--- src/dqs_pkg.sv ---
// Shared types and constants for the deque with index and search.
`timescale 1ns / 1ps

package dqs_pkg;

    localparam int DEPTH_DEF = 16;
    localparam int DATA_W    = 32;
    localparam int POS_W     = 8;
    localparam int OP_W      = 3;
    localparam int STAT_W    = 2;

    typedef enum logic [OP_W-1:0] {
        OP_PUSH_BACK  = 3'd0,
        OP_PUSH_FRONT = 3'd1,
        OP_POP_FRONT  = 3'd2,
        OP_POP_BACK   = 3'd3,
        OP_READ       = 3'd4,
        OP_FIND       = 3'd5
    } t_opcode;

    typedef enum logic [STAT_W-1:0] {
        ST_OK    = 2'd0,
        ST_EMPTY = 2'd1,
        ST_FULL  = 2'd2
    } t_status;

    typedef struct packed {
        logic load;
        logic exec;
        logic fetch;
        logic scan;
        logic emit;
    } t_dp_cmd;

    typedef struct packed {
        logic fetch_req;
        logic scan_req;
        logic scan_end;
        logic out_free;
    } t_dp_sts;

endpackage

--- src/dqs_in_if.sv ---
// Input channel: opcode, value and position with valid/ready.
`timescale 1ns / 1ps

interface dqs_in_if;
    logic                                valid;
    logic                                ready;
    logic [dqs_pkg::OP_W-1:0]            opcode;
    logic signed [dqs_pkg::DATA_W-1:0]   value;
    logic [dqs_pkg::POS_W-1:0]           position;

    modport source (output valid, output opcode, output value, output position, input ready);
    modport sink   (input valid, input opcode, input value, input position, output ready);
endinterface

--- src/dqs_out_if.sv ---
// Output channel: data, found position and status with valid/ready.
`timescale 1ns / 1ps

interface dqs_out_if #(
    parameter int FPOS_W = $clog2(dqs_pkg::DEPTH_DEF + 1)
);
    logic                                valid;
    logic                                ready;
    logic signed [dqs_pkg::DATA_W-1:0]   data;
    logic [FPOS_W-1:0]                   found_position;
    logic [dqs_pkg::STAT_W-1:0]          status;

    modport source (output valid, output data, output found_position, output status, input ready);
    modport sink   (input valid, input data, input found_position, input status, output ready);
endinterface

--- src/dqs_ctrl.sv ---
// Controller state machine sequencing one transaction through the datapath.
`timescale 1ns / 1ps

module dqs_ctrl (
    input  logic             i_clk,
    input  logic             i_rst_n,
    input  logic             i_in_valid,
    output logic             o_in_ready,
    input  dqs_pkg::t_dp_sts i_sts,
    output dqs_pkg::t_dp_cmd o_cmd
);

    typedef enum logic [2:0] {
        S_IDLE,
        S_EXEC,
        S_FETCH,
        S_SCAN,
        S_DONE
    } t_state;

    t_state r_state;

    always_ff @(posedge i_clk) begin
        if (!i_rst_n) begin
            r_state <= S_IDLE;
        end else begin
            unique case (r_state)
                S_IDLE: begin
                    if (i_in_valid) begin
                        r_state <= S_EXEC;
                    end
                end
                S_EXEC: begin
                    priority if (i_sts.fetch_req) begin
                        r_state <= S_FETCH;
                    end else if (i_sts.scan_req) begin
                        r_state <= S_SCAN;
                    end else begin
                        r_state <= S_DONE;
                    end
                end
                S_FETCH: begin
                    r_state <= S_DONE;
                end
                S_SCAN: begin
                    if (i_sts.scan_end) begin
                        r_state <= S_DONE;
                    end
                end
                S_DONE: begin
                    if (i_sts.out_free) begin
                        r_state <= S_IDLE;
                    end
                end
                default: begin
                    r_state <= S_IDLE;
                end
            endcase
        end
    end

    always_comb begin
        o_in_ready  = (r_state == S_IDLE);
        o_cmd.load  = (r_state == S_IDLE) && i_in_valid;
        o_cmd.exec  = (r_state == S_EXEC);
        o_cmd.fetch = (r_state == S_FETCH);
        o_cmd.scan  = (r_state == S_SCAN);
        o_cmd.emit  = (r_state == S_DONE) && i_sts.out_free;
    end

    a_load_to_exec: assert property (@(posedge i_clk) disable iff (!i_rst_n)
        o_cmd.load |=> r_state == S_EXEC)
        else $error("accepted transaction did not enter execute");

    a_scan_exit: assert property (@(posedge i_clk) disable iff (!i_rst_n)
        r_state == S_SCAN |=> r_state == S_SCAN || r_state == S_DONE)
        else $error("scan left to an unexpected state");

    a_emit_free: assert property (@(posedge i_clk) disable iff (!i_rst_n)
        r_state == S_DONE && !i_sts.out_free |=> r_state == S_DONE)
        else $error("result dropped while output register busy");

endmodule

--- src/dqs_dpath.sv ---
// Datapath: circular entry memory, head and count, scan counter and output register.
`timescale 1ns / 1ps

module dqs_dpath #(
    parameter int DEPTH = dqs_pkg::DEPTH_DEF,
    parameter int FPOS_W = $clog2(DEPTH + 1)
) (
    input  logic                              i_clk,
    input  logic                              i_rst_n,
    input  dqs_pkg::t_dp_cmd                  i_cmd,
    output dqs_pkg::t_dp_sts                  o_sts,
    input  logic [dqs_pkg::OP_W-1:0]          i_opcode,
    input  logic signed [dqs_pkg::DATA_W-1:0] i_value,
    input  logic [dqs_pkg::POS_W-1:0]         i_position,
    output logic                              o_out_valid,
    input  logic                              i_out_ready,
    output logic signed [dqs_pkg::DATA_W-1:0] o_data,
    output logic [FPOS_W-1:0]                 o_found_position,
    output logic [dqs_pkg::STAT_W-1:0]        o_status
);

    localparam int ADDR_W = $clog2(DEPTH);
    localparam int CNT_W  = FPOS_W;
    localparam int CMP_W  = (dqs_pkg::POS_W > CNT_W) ? dqs_pkg::POS_W : CNT_W;

    logic signed [dqs_pkg::DATA_W-1:0] r_mem [DEPTH];

    logic [ADDR_W-1:0]                 r_head;
    logic [CNT_W-1:0]                  r_count;
    dqs_pkg::t_opcode                  r_op;
    logic signed [dqs_pkg::DATA_W-1:0] r_value;
    logic [dqs_pkg::POS_W-1:0]         r_pos;
    logic [CNT_W-1:0]                  r_cmp;
    logic signed [dqs_pkg::DATA_W-1:0] r_rd_data;
    logic signed [dqs_pkg::DATA_W-1:0] r_res_data;
    logic [FPOS_W-1:0]                 r_res_fpos;
    dqs_pkg::t_status                  r_res_status;
    logic                              r_out_valid;
    logic signed [dqs_pkg::DATA_W-1:0] r_out_data;
    logic [FPOS_W-1:0]                 r_out_fpos;
    dqs_pkg::t_status                  r_out_status;

    logic              w_full;
    logic              w_empty;
    logic              w_is_push;
    logic [CMP_W-1:0]  w_k;
    logic              w_in_range;
    logic [CNT_W-1:0]  w_next_cmp;
    logic              w_match;
    logic              w_last;
    logic [ADDR_W-1:0] w_front_slot;
    logic [ADDR_W-1:0] w_pop_head;
    logic [ADDR_W-1:0] w_wr_addr;
    logic [ADDR_W-1:0] w_rd_addr;

    function automatic logic [ADDR_W-1:0] slot_of(input logic [ADDR_W-1:0] head,
                                                   input logic [ADDR_W-1:0] off);
        logic [ADDR_W:0] sum;
        sum = {1'b0, head} + {1'b0, off};
        if (sum >= (ADDR_W+1)'(DEPTH)) begin
            sum = sum - (ADDR_W+1)'(DEPTH);
        end
        return sum[ADDR_W-1:0];
    endfunction

    always_comb begin
        w_full       = (r_count == CNT_W'(DEPTH));
        w_empty      = (r_count == '0);
        w_is_push    = (r_op == dqs_pkg::OP_PUSH_BACK) || (r_op == dqs_pkg::OP_PUSH_FRONT);
        w_k          = (r_pos <= dqs_pkg::POS_W'(1)) ? '0 : CMP_W'(r_pos) - CMP_W'(1);
        w_in_range   = (w_k < CMP_W'(r_count));
        w_next_cmp   = r_cmp + CNT_W'(1);
        w_match      = (r_rd_data == r_value);
        w_last       = (w_next_cmp == r_count);
        w_front_slot = (r_head == '0) ? ADDR_W'(DEPTH - 1) : r_head - ADDR_W'(1);
        w_pop_head   = slot_of(r_head, ADDR_W'(1));
        w_wr_addr    = (r_op == dqs_pkg::OP_PUSH_FRONT) ? w_front_slot
                                                        : slot_of(r_head, r_count[ADDR_W-1:0]);
        priority if (i_cmd.scan) begin
            w_rd_addr = slot_of(r_head, w_next_cmp[ADDR_W-1:0]);
        end else if (r_op == dqs_pkg::OP_FIND) begin
            w_rd_addr = r_head;
        end else begin
            w_rd_addr = slot_of(r_head, w_k[ADDR_W-1:0]);
        end

        o_sts.fetch_req = (r_op == dqs_pkg::OP_READ) && w_in_range;
        o_sts.scan_req  = (r_op == dqs_pkg::OP_FIND) && !w_empty;
        o_sts.scan_end  = w_match || w_last;
        o_sts.out_free  = !r_out_valid || i_out_ready;
    end

    always_ff @(posedge i_clk) begin
        if (i_cmd.exec && w_is_push && !w_full) begin
            r_mem[w_wr_addr] <= r_value;
        end
        r_rd_data <= r_mem[w_rd_addr];
    end

    always_ff @(posedge i_clk) begin
        if (!i_rst_n) begin
            r_head      <= '0;
            r_count     <= '0;
            r_out_valid <= 1'b0;
        end else begin
            if (i_cmd.exec) begin
                unique case (r_op)
                    dqs_pkg::OP_PUSH_BACK: begin
                        if (!w_full) begin
                            r_count <= r_count + CNT_W'(1);
                        end
                    end
                    dqs_pkg::OP_PUSH_FRONT: begin
                        if (!w_full) begin
                            r_head  <= w_front_slot;
                            r_count <= r_count + CNT_W'(1);
                        end
                    end
                    dqs_pkg::OP_POP_FRONT: begin
                        if (!w_empty) begin
                            r_head  <= w_pop_head;
                            r_count <= r_count - CNT_W'(1);
                        end
                    end
                    dqs_pkg::OP_POP_BACK: begin
                        if (!w_empty) begin
                            r_count <= r_count - CNT_W'(1);
                        end
                    end
                    default: begin
                    end
                endcase
            end
            if (i_cmd.emit) begin
                r_out_valid <= 1'b1;
            end else if (i_out_ready) begin
                r_out_valid <= 1'b0;
            end
        end
    end

    always_ff @(posedge i_clk) begin
        if (i_cmd.load) begin
            r_op    <= dqs_pkg::t_opcode'(i_opcode);
            r_value <= i_value;
            r_pos   <= i_position;
        end
        if (i_cmd.exec) begin
            r_cmp      <= '0;
            r_res_data <= '0;
            r_res_fpos <= '0;
            unique case (r_op)
                dqs_pkg::OP_PUSH_BACK, dqs_pkg::OP_PUSH_FRONT: begin
                    r_res_status <= w_full ? dqs_pkg::ST_FULL : dqs_pkg::ST_OK;
                end
                dqs_pkg::OP_POP_FRONT, dqs_pkg::OP_POP_BACK: begin
                    r_res_status <= w_empty ? dqs_pkg::ST_EMPTY : dqs_pkg::ST_OK;
                end
                dqs_pkg::OP_READ: begin
                    r_res_status <= w_in_range ? dqs_pkg::ST_OK : dqs_pkg::ST_EMPTY;
                end
                dqs_pkg::OP_FIND: begin
                    r_res_status <= dqs_pkg::ST_EMPTY;
                end
                default: begin
                    r_res_status <= dqs_pkg::ST_OK;
                end
            endcase
        end
        if (i_cmd.fetch) begin
            r_res_data <= r_rd_data;
        end
        if (i_cmd.scan) begin
            r_cmp <= w_next_cmp;
            if (w_match) begin
                r_res_fpos   <= w_next_cmp;
                r_res_status <= dqs_pkg::ST_OK;
            end
        end
        if (i_cmd.emit) begin
            r_out_data   <= r_res_data;
            r_out_fpos   <= r_res_fpos;
            r_out_status <= r_res_status;
        end
    end

    assign o_out_valid      = r_out_valid;
    assign o_data           = r_out_data;
    assign o_found_position = r_out_fpos;
    assign o_status         = r_out_status;

    a_count_bound: assert property (@(posedge i_clk) disable iff (!i_rst_n)
        r_count <= CNT_W'(DEPTH))
        else $error("entry count exceeds depth");

    a_push_grows: assert property (@(posedge i_clk) disable iff (!i_rst_n)
        i_cmd.exec && w_is_push && !w_full |=> r_count == $past(r_count) + CNT_W'(1))
        else $error("accepted push did not grow the count");

    a_scan_live: assert property (@(posedge i_clk) disable iff (!i_rst_n)
        i_cmd.scan |-> r_cmp < r_count)
        else $error("scan compares past the last live entry");

endmodule

--- src/deque_with_index_and_search_top.sv ---
// Top level of the bounded deque with positional read and value search.
`timescale 1ns / 1ps

// One transaction is handled at a time. Push, pop, an unused opcode and a
// read past the end go through execute to the result, an in-range
// positional read adds a fetch of the entry, and a find on a non-empty
// deque adds a scan that stops at a match or at the back, since the search
// walks the entry memory one entry per cycle through its single read port.
// The result sits in an output register; the next transaction is accepted
// once the previous result is loaded there, even if it has not been taken.
module deque_with_index_and_search_top #(
    parameter int DEPTH = dqs_pkg::DEPTH_DEF
) (
    input  logic       i_clk,
    input  logic       i_rst_n,
    dqs_in_if.sink     i_in,
    dqs_out_if.source  o_out
);

    localparam int FPOS_W = $clog2(DEPTH + 1);

    dqs_pkg::t_dp_cmd w_cmd;
    dqs_pkg::t_dp_sts w_sts;
    logic             w_in_ready;
    logic             w_out_valid;
    logic signed [dqs_pkg::DATA_W-1:0] w_data;
    logic [FPOS_W-1:0]                 w_fpos;
    logic [dqs_pkg::STAT_W-1:0]        w_status;

    dqs_ctrl u_ctrl (
        .i_clk      (i_clk),
        .i_rst_n    (i_rst_n),
        .i_in_valid (i_in.valid),
        .o_in_ready (w_in_ready),
        .i_sts      (w_sts),
        .o_cmd      (w_cmd)
    );

    dqs_dpath #(
        .DEPTH  (DEPTH),
        .FPOS_W (FPOS_W)
    ) u_dpath (
        .i_clk            (i_clk),
        .i_rst_n          (i_rst_n),
        .i_cmd            (w_cmd),
        .o_sts            (w_sts),
        .i_opcode         (i_in.opcode),
        .i_value          (i_in.value),
        .i_position       (i_in.position),
        .o_out_valid      (w_out_valid),
        .i_out_ready      (o_out.ready),
        .o_data           (w_data),
        .o_found_position (w_fpos),
        .o_status         (w_status)
    );

    assign i_in.ready           = w_in_ready;
    assign o_out.valid          = w_out_valid;
    assign o_out.data           = w_data;
    assign o_out.found_position = w_fpos;
    assign o_out.status         = w_status;

endmodule
--- src/flat_wrapper.sv ---
// flat-port wrapper written by rule: the top's interface ports become plain ports
module deque_with_index_and_search_top_flat 
#(
    parameter int DEPTH = dqs_pkg::DEPTH_DEF
)
  (i_clk, i_rst_n, i_in_valid, i_in_opcode, i_in_value, i_in_position, i_in_ready, o_out_valid, o_out_data, o_out_found_position, o_out_status, o_out_ready);
  dqs_in_if i_in_i ();
  dqs_out_if o_out_i ();
  input  logic i_clk;
  input  logic i_rst_n;
  input wire logic [$bits(i_in_i.valid)-1:0] i_in_valid;
  input wire logic [$bits(i_in_i.opcode)-1:0] i_in_opcode;
  input wire logic [$bits(i_in_i.value)-1:0] i_in_value;
  input wire logic [$bits(i_in_i.position)-1:0] i_in_position;
  output wire logic [$bits(i_in_i.ready)-1:0] i_in_ready;
  output wire logic [$bits(o_out_i.valid)-1:0] o_out_valid;
  output wire logic [$bits(o_out_i.data)-1:0] o_out_data;
  output wire logic [$bits(o_out_i.found_position)-1:0] o_out_found_position;
  output wire logic [$bits(o_out_i.status)-1:0] o_out_status;
  input wire logic [$bits(o_out_i.ready)-1:0] o_out_ready;
  assign i_in_i.valid = i_in_valid;
  assign i_in_i.opcode = i_in_opcode;
  assign i_in_i.value = i_in_value;
  assign i_in_i.position = i_in_position;
  assign i_in_ready = i_in_i.ready;
  assign o_out_valid = o_out_i.valid;
  assign o_out_data = o_out_i.data;
  assign o_out_found_position = o_out_i.found_position;
  assign o_out_status = o_out_i.status;
  assign o_out_i.ready = o_out_ready;
  deque_with_index_and_search_top #(.DEPTH(DEPTH)) u_core (.i_clk(i_clk), .i_rst_n(i_rst_n), .i_in(i_in_i), .o_out(o_out_i));
endmodule
--- config.mk ---
export PLATFORM = sky130hd
export DESIGN_NAME = deque_with_index_and_search_top_flat
export DESIGN_NICKNAME = d
export VERILOG_FILES = /design/src/dqs_pkg.sv /design/src/dqs_in_if.sv /design/src/dqs_out_if.sv /design/src/dqs_ctrl.sv /design/src/dqs_dpath.sv /design/src/deque_with_index_and_search_top.sv /design/src/flat_wrapper.sv
export SDC_FILE = /design/constraint.sdc
export NUM_CORES = 1
export LEC_CHECK = 0
export BUFFER_PORTS_ARGS = -buffer_cell sky130_fd_sc_hd__buf_2
export CAP_MARGIN = 20
export CORE_AREA = 2 2 213 268
export CTS_BUF_LIST = sky130_fd_sc_hd__clkbuf_2
export DETAILED_ROUTE_END_ITERATION = 10
export DIE_AREA = 0 0 215 270
export PLACE_DENSITY = 0.65
export SLEW_MARGIN = 20
export SYNTH_ARGS = -nofsm -noshare
export SYNTH_HDL_FRONTEND = slang
export SYNTH_SLANG_ARGS = --single-unit
--- constraint.sdc ---
create_clock -name i_clk -period 8.4 [get_ports i_clk]
set_input_delay 2.52 -clock i_clk [delete_from_list [all_inputs] [get_ports i_clk]]
set_output_delay 2.52 -clock i_clk [all_outputs]
set_load 0.05 [all_outputs]
# Word level (Yosys, flattened, before mapping)
# Memory sizes are Yosys's and may differ from the RTL's. A register that Yosys moved wholly into a read port is not among the register bits.
# Cells that the tools add are included.
# op_classes
addsub	13
multipliers	0
div	0
magnitude_cmp	6
eq_ne	19
shifts	0
n_mux	39
bitwise_logic	0
n_reduce_logical	26
# op_table
operator	count
2-to-1 mux 32 bit	2
2-to-1 mux 4 bit	10
2-to-1 mux 5 bit	7
== test 32 bit	1
greater-or-equal comparator 5 bit (second input constant)	4
subtractor 4 x 1 -> 4 bit (second input constant)	5
adder 4 x 4 -> 5 bit	3
2-to-1 mux 3 bit	5
one-hot mux 3 bit (5 select lines)	1
!= test 2 bit (second input constant)	7
== test 3 x 2 -> 1 bit (second input constant)	4
adder 5 x 1 -> 5 bit (second input constant)	2
one-hot mux 5 bit (2 select lines)	1
nonzero test 2 bit	5
== test 3 bit (second input constant)	3
<= comparator 8 x 1 -> 1 bit (second input constant)	1
< comparator 8 x 5 -> 1 bit	1
2-to-1 mux 2 bit	4
2-to-1 mux 8 bit	1
one-hot mux 2 bit (4 select lines)	1
one-hot mux 4 bit (2 select lines)	1
AND reduction 4 bit	2
subtractor 8 x 1 -> 8 bit (second input constant)	1
== test 3 x 1 -> 1 bit (second input constant)	2
13 further kinds	29
# word_totals
ff_bits	139
latchBits	0
ram_bits	512
mem_bits_ro	0
in_bits	47
wordCells	118
mem_count	1
# memory_table
name	depth	word_bits	rd	rd_clocked_by_memory_dff	wr	line_no	source
u_core.u_dpath.r_mem	16	32	1	1	1	dqs_dpath.sv:26	logic signed [dqs_pkg::DATA_W-1:0] r_mem [DEPTH];

# Longest topological paths before layout
# Gate-level depths: netlist of run 1.
# depth
depth_word	8
mapped_depth	15
mapped_depth_nobuf	13

# By module
# From an unflattened synthesis of run 1, not the netlist that was laid out.
# hier_totals
cells_unflattened	1915
area_unflattened_um2	28061.9
# by_module_without_submodules
mod	instances	cells_per_inst	area_each_um2	seq_area_each_um2
dqs_dpath	1	1887	27814.2	19929.1
dqs_ctrl	1	28	247.7	60.1

# Worst setup path before layout of run 1
# OpenSTA, ideal clock, no wires.
# synth_path
kind	register to output
start	reg u_core.u_ctrl.r_state[0]
end	out i_in_ready
t_arrival_ns	1.598
required_time_ns	5.880
slack_ns	4.282
path_stages_with_launch	3
path_cell_list	dfxtp_1 clkbuf_1 nor3_1
# synth_via
elab_chain_len	1
# synth_rtl
element	line_no	source
start, declared	dqs_ctrl.sv:21	t_state r_state;
start signal, assigned	dqs_ctrl.sv:25	r_state <= S_IDLE;
start signal, assigned	dqs_ctrl.sv:30	r_state <= S_EXEC;
start signal, assigned	dqs_ctrl.sv:35	r_state <= S_FETCH;
zero test 3 bit	dqs_ctrl.sv:63	o_in_ready = (r_state == S_IDLE);
end, declared	flat_wrapper.sv:15	output wire logic [$bits(i_in_i.ready)-1:0] i_in_ready;
# Every way passes these cells.

# Worst setup path in the final report of run 1
# Ends and elaborated chain as after synthesis.

==> metrics.csv, run 1 <==
stage,metric,value,unit
outcome,run status,"finished, final reports clean",
yosys,Post-Synth Simple-Gate Area,13.9,%
timing,Final Hold Fails,0,
setup_path,crit path max fanout,8,
timing,Pins Over Slew Limit,0,
yosys,"Seq/Total Area, Yosys",72.6,%
drt,DRC Markers,0,
placed_design,placed cell areas,0.0288,mm2
yosys,main flop type after synthesis,edfxtp_1,
clock_tree,clk sinks,683,
yosys,largest family of logic cells by synthesized area,simple AND/OR/NAND/NOR gates,
pwr,Pwr Total,6.95,mW
placed_design,RePlAce Congestion,0.837,
min_path,Worst Hold Launch,u_core.u_dpath.r_res_data[4],
setup_path,Crit path arrival time,2.21,ns
timing,Final setup viols,0,
clock_tree,hold_buf cts,0,
setup_path,worst reg-to-reg path cell count,13,
die,die height,270,um
yosys,Mapped Area,0.0275,mm2
yosys,top cell type's share of synthesized area,68.8,%
clock_tree,clock latency at the later pin of the worst-skew pair,1.19,ns
die,Rows,97,
timing,Fin Setup TNS,0,ns
timing,Final period util,56.3,%
clock_tree,htree depth,4,
drt,Pre-Repair DR Iteration Count,7,
placed_design,Final HPWL DP,33.7,mm
pwr,Reg power frac,57.5,%
layout,Final nets,2234,
yosys,syn_area_per_cell,13.5,um2
clock_tree,setup bufs post-CTS,0,
job,Max Cap Violations,0,
placed_design,Setup WS pre-CTS,4.18,ns
drt,DRT iter0 DRCs,2119,
yosys,Seq cells post-synth,683,
global_route,GRT overflow,0,
yosys,mux contribution to synthesized area,1.73,%
drt,number of nets still failing antenna checks after routing,0,
global_route,number of global-route vias before repair,17800,
setup_path,worst flop-to-flop path startpoint,u_core.u_dpath.r_pos[0],
die,core area,0.0556,mm2
yosys,Synth Area in XOR/XNOR,1.87,%
timing,fmax,211,MHz
layout,Layout area overhead,10.1,%
pwr,Leak,10.3,nW
yosys,top-count cell post-synth,edfxtp_1,
timing,minimum clock period,4.73,ns
yosys,Syn. warnings,0,
setup_path,Reg2Reg Setup Slack,4.22,ns
global_route,first-pass GRT wire length,106,mm
timing,RSZ-0062 raised after global routing,no,
timing,worst hold slack,0.415,ns
setup_path,CP Launch Type,flop,
die,Starting Density,49.6,%
global_route,Total GRT Usage,24.1,%
placed_design,dpl cells,2742,
layout,FILL cells,4694,
pwr,clock power share,31.9,%
yosys,ranking of synthesized cells by area,"edfxtp_1, nand3_1, o21ai_0",
pwr,PD cells,229,mW/mm2
yosys,Mapped Nets,2108,
min_path,hold path cells,0,
drt,Vias/cell,5.94,
pwr,Pint,5.01,mW
clock_tree,root buf cell,clkbuf_2,
yosys,Synth area leader,edfxtp_1,
clock_tree,Clock Tree Buf Depth,3,
setup_path,CP Capture Type,output pin,
die,I/O Pins,88,
timing,final setup margin,3.67,ns
yosys,Synth Area in Adders,1.24,%
yosys,Post-synth EDFFs,631,
placed_design,PortBufs,87,
yosys,Cells after Synth,2036,
pwr,Switching Share,27.8,%
setup_path,Critical R2R Capture,u_core.u_dpath.r_rd_data[1],
timing,relative slew slack,18.1,%
clock_tree,CTS clock-pin slew for the worst setup and hold paths,0.10,ns
yosys,Synth Area in Compound Gates,6.20,%
layout,area of the multi-input gates,0.00705,mm2
pwr,Max VDD drop,113,uV
timing,clk_skew,0.0660,ns
min_path,Hold WC Path Type,reg2reg,
die,Die W,215,um
pwr,NetSw,1.93,mW
setup_path,critical path type,reg2out,
drt,vias post-DR,18000,
drt,WL per Instance,23.2,um
die,DIE AREA,0.0581,mm2
layout,share of layout cells above drive strength 1,18.2,%
global_route,largest net degree at the start of global routing,257,
layout,Util after Layout,54.6,%
min_path,worst hold endpoint,u_core.u_dpath.o_data[4],
layout,Storage cell area,0.0200,mm2
yosys,synth cell count leaders,"edfxtp_1, nand3_1, o21ai_0, clkbuf_1, nand4_1",
yosys,Synth cell types,61,
pwr,logic gate share of total power,10.6,%
drt,final WL,70.4,mm
clock_tree,CTS tree,built,
layout,design area,0.0303,mm2
setup_path,Critical Path RT,5.88,ns
yosys,asr flop ratio synth,0,%
global_route,initial antenna violation count,3,
layout,Final Non-Filler Cells,3034,
clock_tree,Num CTS Buffers,160,
clock_tree,Resized cells post-CTS,0,
timing,Least-Margin Pin Slew,1.23,ns
per-layer routing:
| layer | share of wire (%) | routed length (um) | global-route usage, % |
|---|---|---|---|
| met1 | 38 | 27100 | 30.3 |
| met4 | 3.5 | 2470 | 11.1 |
| met5 | 0.018 | 13 | 0 |
| met3 | 7.6 | 5370 | 4.10 |
| met2 | 50 | 35500 | 41.0 |
worst max-delay path, cell delays in order (launching register included):
cell	delay (ns)
dfxtp_1	0.42
nor3_1	0.31
buf_2	0.32
sequential cells by signal, indices dropped and copies added, names as in the netlist, 4 cells and up:
signal	cells
u_core.u_dpath.o_data	32
u_core.u_dpath.o_found_position	5
u_core.u_dpath.r_cmp	5
u_core.u_dpath.r_count	5
u_core.u_dpath.r_head	4
u_core.u_dpath.r_mem	512
u_core.u_dpath.r_pos	8
u_core.u_dpath.r_rd_data	32
u_core.u_dpath.r_res_data	32
u_core.u_dpath.r_res_fpos	5
u_core.u_dpath.r_value	32
how the worst max path moves through the flow:
stage                             start                           end  slack, ns  cells after the start
5_1_grt        u_core.u_ctrl.r_state[0]                    i_in_ready       3.49                      2
3_3_place_gp    u_core.u_dpath.r_pos[0]  u_core.u_dpath.r_rd_data[18]       4.25                     13
3_5_place_dp    u_core.u_dpath.r_pos[0]  u_core.u_dpath.r_rd_data[22]       4.18                     13
4_1_cts        u_core.u_ctrl.r_state[0]                    i_in_ready       3.53                      2
6_report       u_core.u_ctrl.r_state[0]                    i_in_ready       3.67                      2
2_1_floorplan  u_core.u_ctrl.r_state[0]                    i_in_ready       4.28                      2
power groups by stage:
stage	Clock, mW	Combinational (mW)	Sequential, mW
global route	2.43	0.802	4.01
floorplan	0	0.492	3.98
CTS	2.27	0.737	3.99
detailed placement	0	0.735	4.07
global placement	0	0.723	4.07
finish	2.21	0.736	4.00
placed cells by master, fill, tap and decap left out, types with 4 or more instances in the layout:
master / netlist / layout
nor4_1: 4 / 4
nand4_1: 74 / 74
xor2_1: 11 / 11
inv_1: 18 / 18
dfxtp_1: 52 / 52
nand3_1: 520 / 520
buf_2: 11 / 87
nor2_1: 43 / 25
buf_4: 0 / 27
and2_1: 34 / 33
xnor2_1: 46 / 46
bufinv_16: 0 / 6
nor2b_1: 7 / 7
mux2i_1: 42 / 42
a21o_1: 9 / 9
fa_1: 4 / 4
clkinv_1: 0 / 34
nand2_1: 25 / 25
clkbuf_2: 1 / 237
a21oi_1: 12 / 12
nand2b_1: 6 / 5
o21ai_0: 264 / 263
edfxtp_1: 631 / 631
clkinv_2: 0 / 9
nor2_4: 0 / 17
inv_2: 0 / 4
mux2_2: 5 / 5
nor3_1: 5 / 5
ha_1: 21 / 21
cells by family after synthesis:
kind of cell | count (synthesis)
buf+inv | 173
fa+ha+maj | 25
xor+xnor | 58
compound gates | 312
flops | 683
mux | 47
simple gates | 738
area by class of cell:
cell class                      count  share of cell area (%)
Clock buffer                      237                    3.91
Antenna cell                        1                 0.00825
Tap cell                          742                    3.06
Timing Repair Buffer              119                    2.40
Inverter                           18                   0.223
Multi-Input combinational cell   1180                    23.3
Sequential cell                   683                    65.9
Clock inverter                     54                    1.24
No activity file was read; power rests on OpenSTA's default activity.
==> inputs of run 2 (changes only) <==
Clock period 8.4 ns to 4.95 ns, I/O delays scaled along.
==> metrics.csv, run 2 (synthesis results as in run 1) <==
stage,metric,value,unit
setup_path,CP endpoint,u_core.u_dpath.r_rd_data[8],
die,I/O Pins,88,
global_route,GRT overflow,0,
setup_path,CP Capture Type,flop,
layout,FILL cells,4627,
drt,DRC Markers,0,
layout,"commonest non-fill, non-tap cell in the layout",edfxtp_1,
timing,Pins Over Slew Limit,0,
global_route,first-pass GRT wire length,105,mm
drt,Vias/cell,5.94,
min_path,Hold WC Path Type,reg2reg,
layout,Final nets,2238,
clock_tree,htree depth,4,
setup_path,CP Launch Type,flop,
pwr,Max VDD drop,165,uV
drt,final WL,69.2,mm
setup_path,"slowest stage delay, CP",0.59,ns
setup_path,Critical-path top delay cell,a32o_2,
die,die height,270,um
setup_path,worst reg-to-reg path cell count,11,
placed_design,PortBufs,87,
pwr,NetSw,3.25,mW
global_route,Total GRT Usage,23.6,%
layout,area of the multi-input gates,0.00705,mm2
pwr,clock power share,30.6,%
clock_tree,setup bufs post-CTS,0,
global_route,largest net degree at the start of global routing,178,
layout,share of layout cells above drive strength 1,18.8,%
timing,RSZ-0062 raised after global routing,no,
timing,fmax,253,MHz
drt,Pre-Repair DR Iteration Count,6,
clock_tree,CTS tree,built,
drt,number of nets still failing antenna checks after routing,0,
drt,WL per Instance,22.8,um
timing,Final setup viols,0,
die,DIE AREA,0.0581,mm2
layout,Util after Layout,54.6,%
timing,minimum clock period,3.95,ns
setup_path,Crit path arrival time,4.95,ns
setup_path,Top delay family on crit path,compound AO/OA/AOI/OAI gates,
layout,Reg with most FFs,u_core.u_dpath.r_mem,
setup_path,worst path cell trace,or3_4 -> o31a_2 -> ha_1 -> inv_1 -> fa_1 -> mux2i_1 -> a32o_2 -> buf_12 -> nand3_1 -> nand4_1 -> mux2i_1,
die,Rows,97,
timing,relative slew slack,36.9,%
layout,Storage cell area,0.0200,mm2
timing,Least-Margin Pin Slew,0.947,ns
setup_path,Reg2Reg Setup Slack,1.0,ns
drt,DRT iter0 DRCs,2001,
clock_tree,Clock Tree Buf Depth,3,
job,Max Cap Violations,0,
die,core area,0.0556,mm2
setup_path,critical path's most frequent cell,mux2i_1,
pwr,Reg power frac,58.4,%
global_route,number of global-route vias before repair,17700,
drt,vias post-DR,18000,
setup_path,Buf/Inv on CP,2,
setup_path,Crit. path cell count,11,
layout,max reg flops,512,
clock_tree,clock latency at the later pin of the worst-skew pair,1.20,ns
setup_path,critical path type,reg2reg,
clock_tree,clk sinks,683,
clock_tree,hold_buf cts,0,
timing,clk_skew,0.0710,ns
layout,Layout area overhead,10.2,%
pwr,logic gate share of total power,10.9,%
setup_path,crit path max fanout,50,
outcome,run status,"finished, final reports clean",
timing,Fin Setup TNS,0,ns
clock_tree,Num CTS Buffers,158,
die,Die W,215,um
placed_design,Setup WS pre-CTS,1.01,ns
setup_path,worst flop-to-flop path startpoint,u_core.u_dpath.r_pos[3],
pwr,Leak,10.3,nW
pwr,Switching Share,28.0,%
timing,Final Hold Fails,0,
clock_tree,Resized cells post-CTS,0,
timing,final setup margin,0.998,ns
clock_tree,CTS clock-pin slew for the worst setup and hold paths,0.12,ns
placed_design,RePlAce Congestion,0.827,
pwr,Pint,8.35,mW
pwr,PD cells,382,mW/mm2
clock_tree,root buf cell,clkbuf_2,
setup_path,Critical R2R Capture,u_core.u_dpath.r_rd_data[8],
timing,Final period util,79.8,%
placed_design,Final HPWL DP,36.1,mm
setup_path,Critical Path Source,u_core.u_dpath.r_pos[3],
setup_path,Critical Path RT,5.95,ns
global_route,initial antenna violation count,3,
layout,"commonest non-fill, non-tap cells in the layout","edfxtp_1, nand3_1, o21ai_0",
die,Starting Density,49.6,%
[run 2: layout make-up]
| cell class | instances | share of cell area, % |
|---|---|---|
| antenna | 2 | 0.0165 |
| clock buffer | 247 | 4.07 |
| clock inverter | 39 | 0.717 |
| inverter | 18 | 0.222 |
| multi-input combinational | 1180 | 23.2 |
| sequential | 683 | 65.8 |
| tap | 742 | 3.06 |
| timing repair buffer | 125 | 2.87 |
[run 2: worst min path at each step]
stage	from	to	slack, ns	depth (start not counted)
3_3_place_gp	u_core.u_dpath.r_res_data[10]	u_core.u_dpath.o_data[10]	0.40	0
2_1_floorplan	u_core.u_dpath.r_res_data[0]	u_core.u_dpath.o_data[0]	0.40	0
5_1_grt	i_in_value[11]	u_core.u_dpath.r_value[11]	0.37	1
4_1_cts	i_in_value[10]	u_core.u_dpath.r_value[10]	0.34	1
6_report	u_core.u_dpath.r_res_data[21]	u_core.u_dpath.o_data[21]	0.42	0
3_5_place_dp	u_core.u_dpath.r_res_data[10]	u_core.u_dpath.o_data[10]	0.40	0
[run 2: metal layers]
metal	vias up	GRT usage, %	routed length [um]
met2	806	38.7	33900
met5	-	0	0
met1	8941	31.1	28200
met3	150	3.87	4810
li1	8143	-	-
met4	0	10.8	2340
[run 2: power groups by stage]
| stage | combinational, mW | sequential, mW | clock [mW] |
|---|---|---|---|
| floorplan | 0.835 | 6.76 | 0 |
| global placement | 1.25 | 6.90 | 0 |
| detailed placement | 1.26 | 6.90 | 0 |
| CTS | 1.27 | 6.77 | 3.65 |
| global route | 1.38 | 6.79 | 3.91 |
| finish | 1.27 | 6.78 | 3.56 |
[run 2: stage by stage]
step                      instance area (um2)  instances  power [mW]  hold slack [ns]
after floorplan                         27500       2036        7.60            0.400
after CTS                               30400       3034        11.7            0.339
final                                   30400       3036        11.6            0.418
after detailed placement                28900       2748        8.16            0.405
after global placement                  28900       2748        8.14            0.404
after global routing                    30400       3035        12.1            0.373
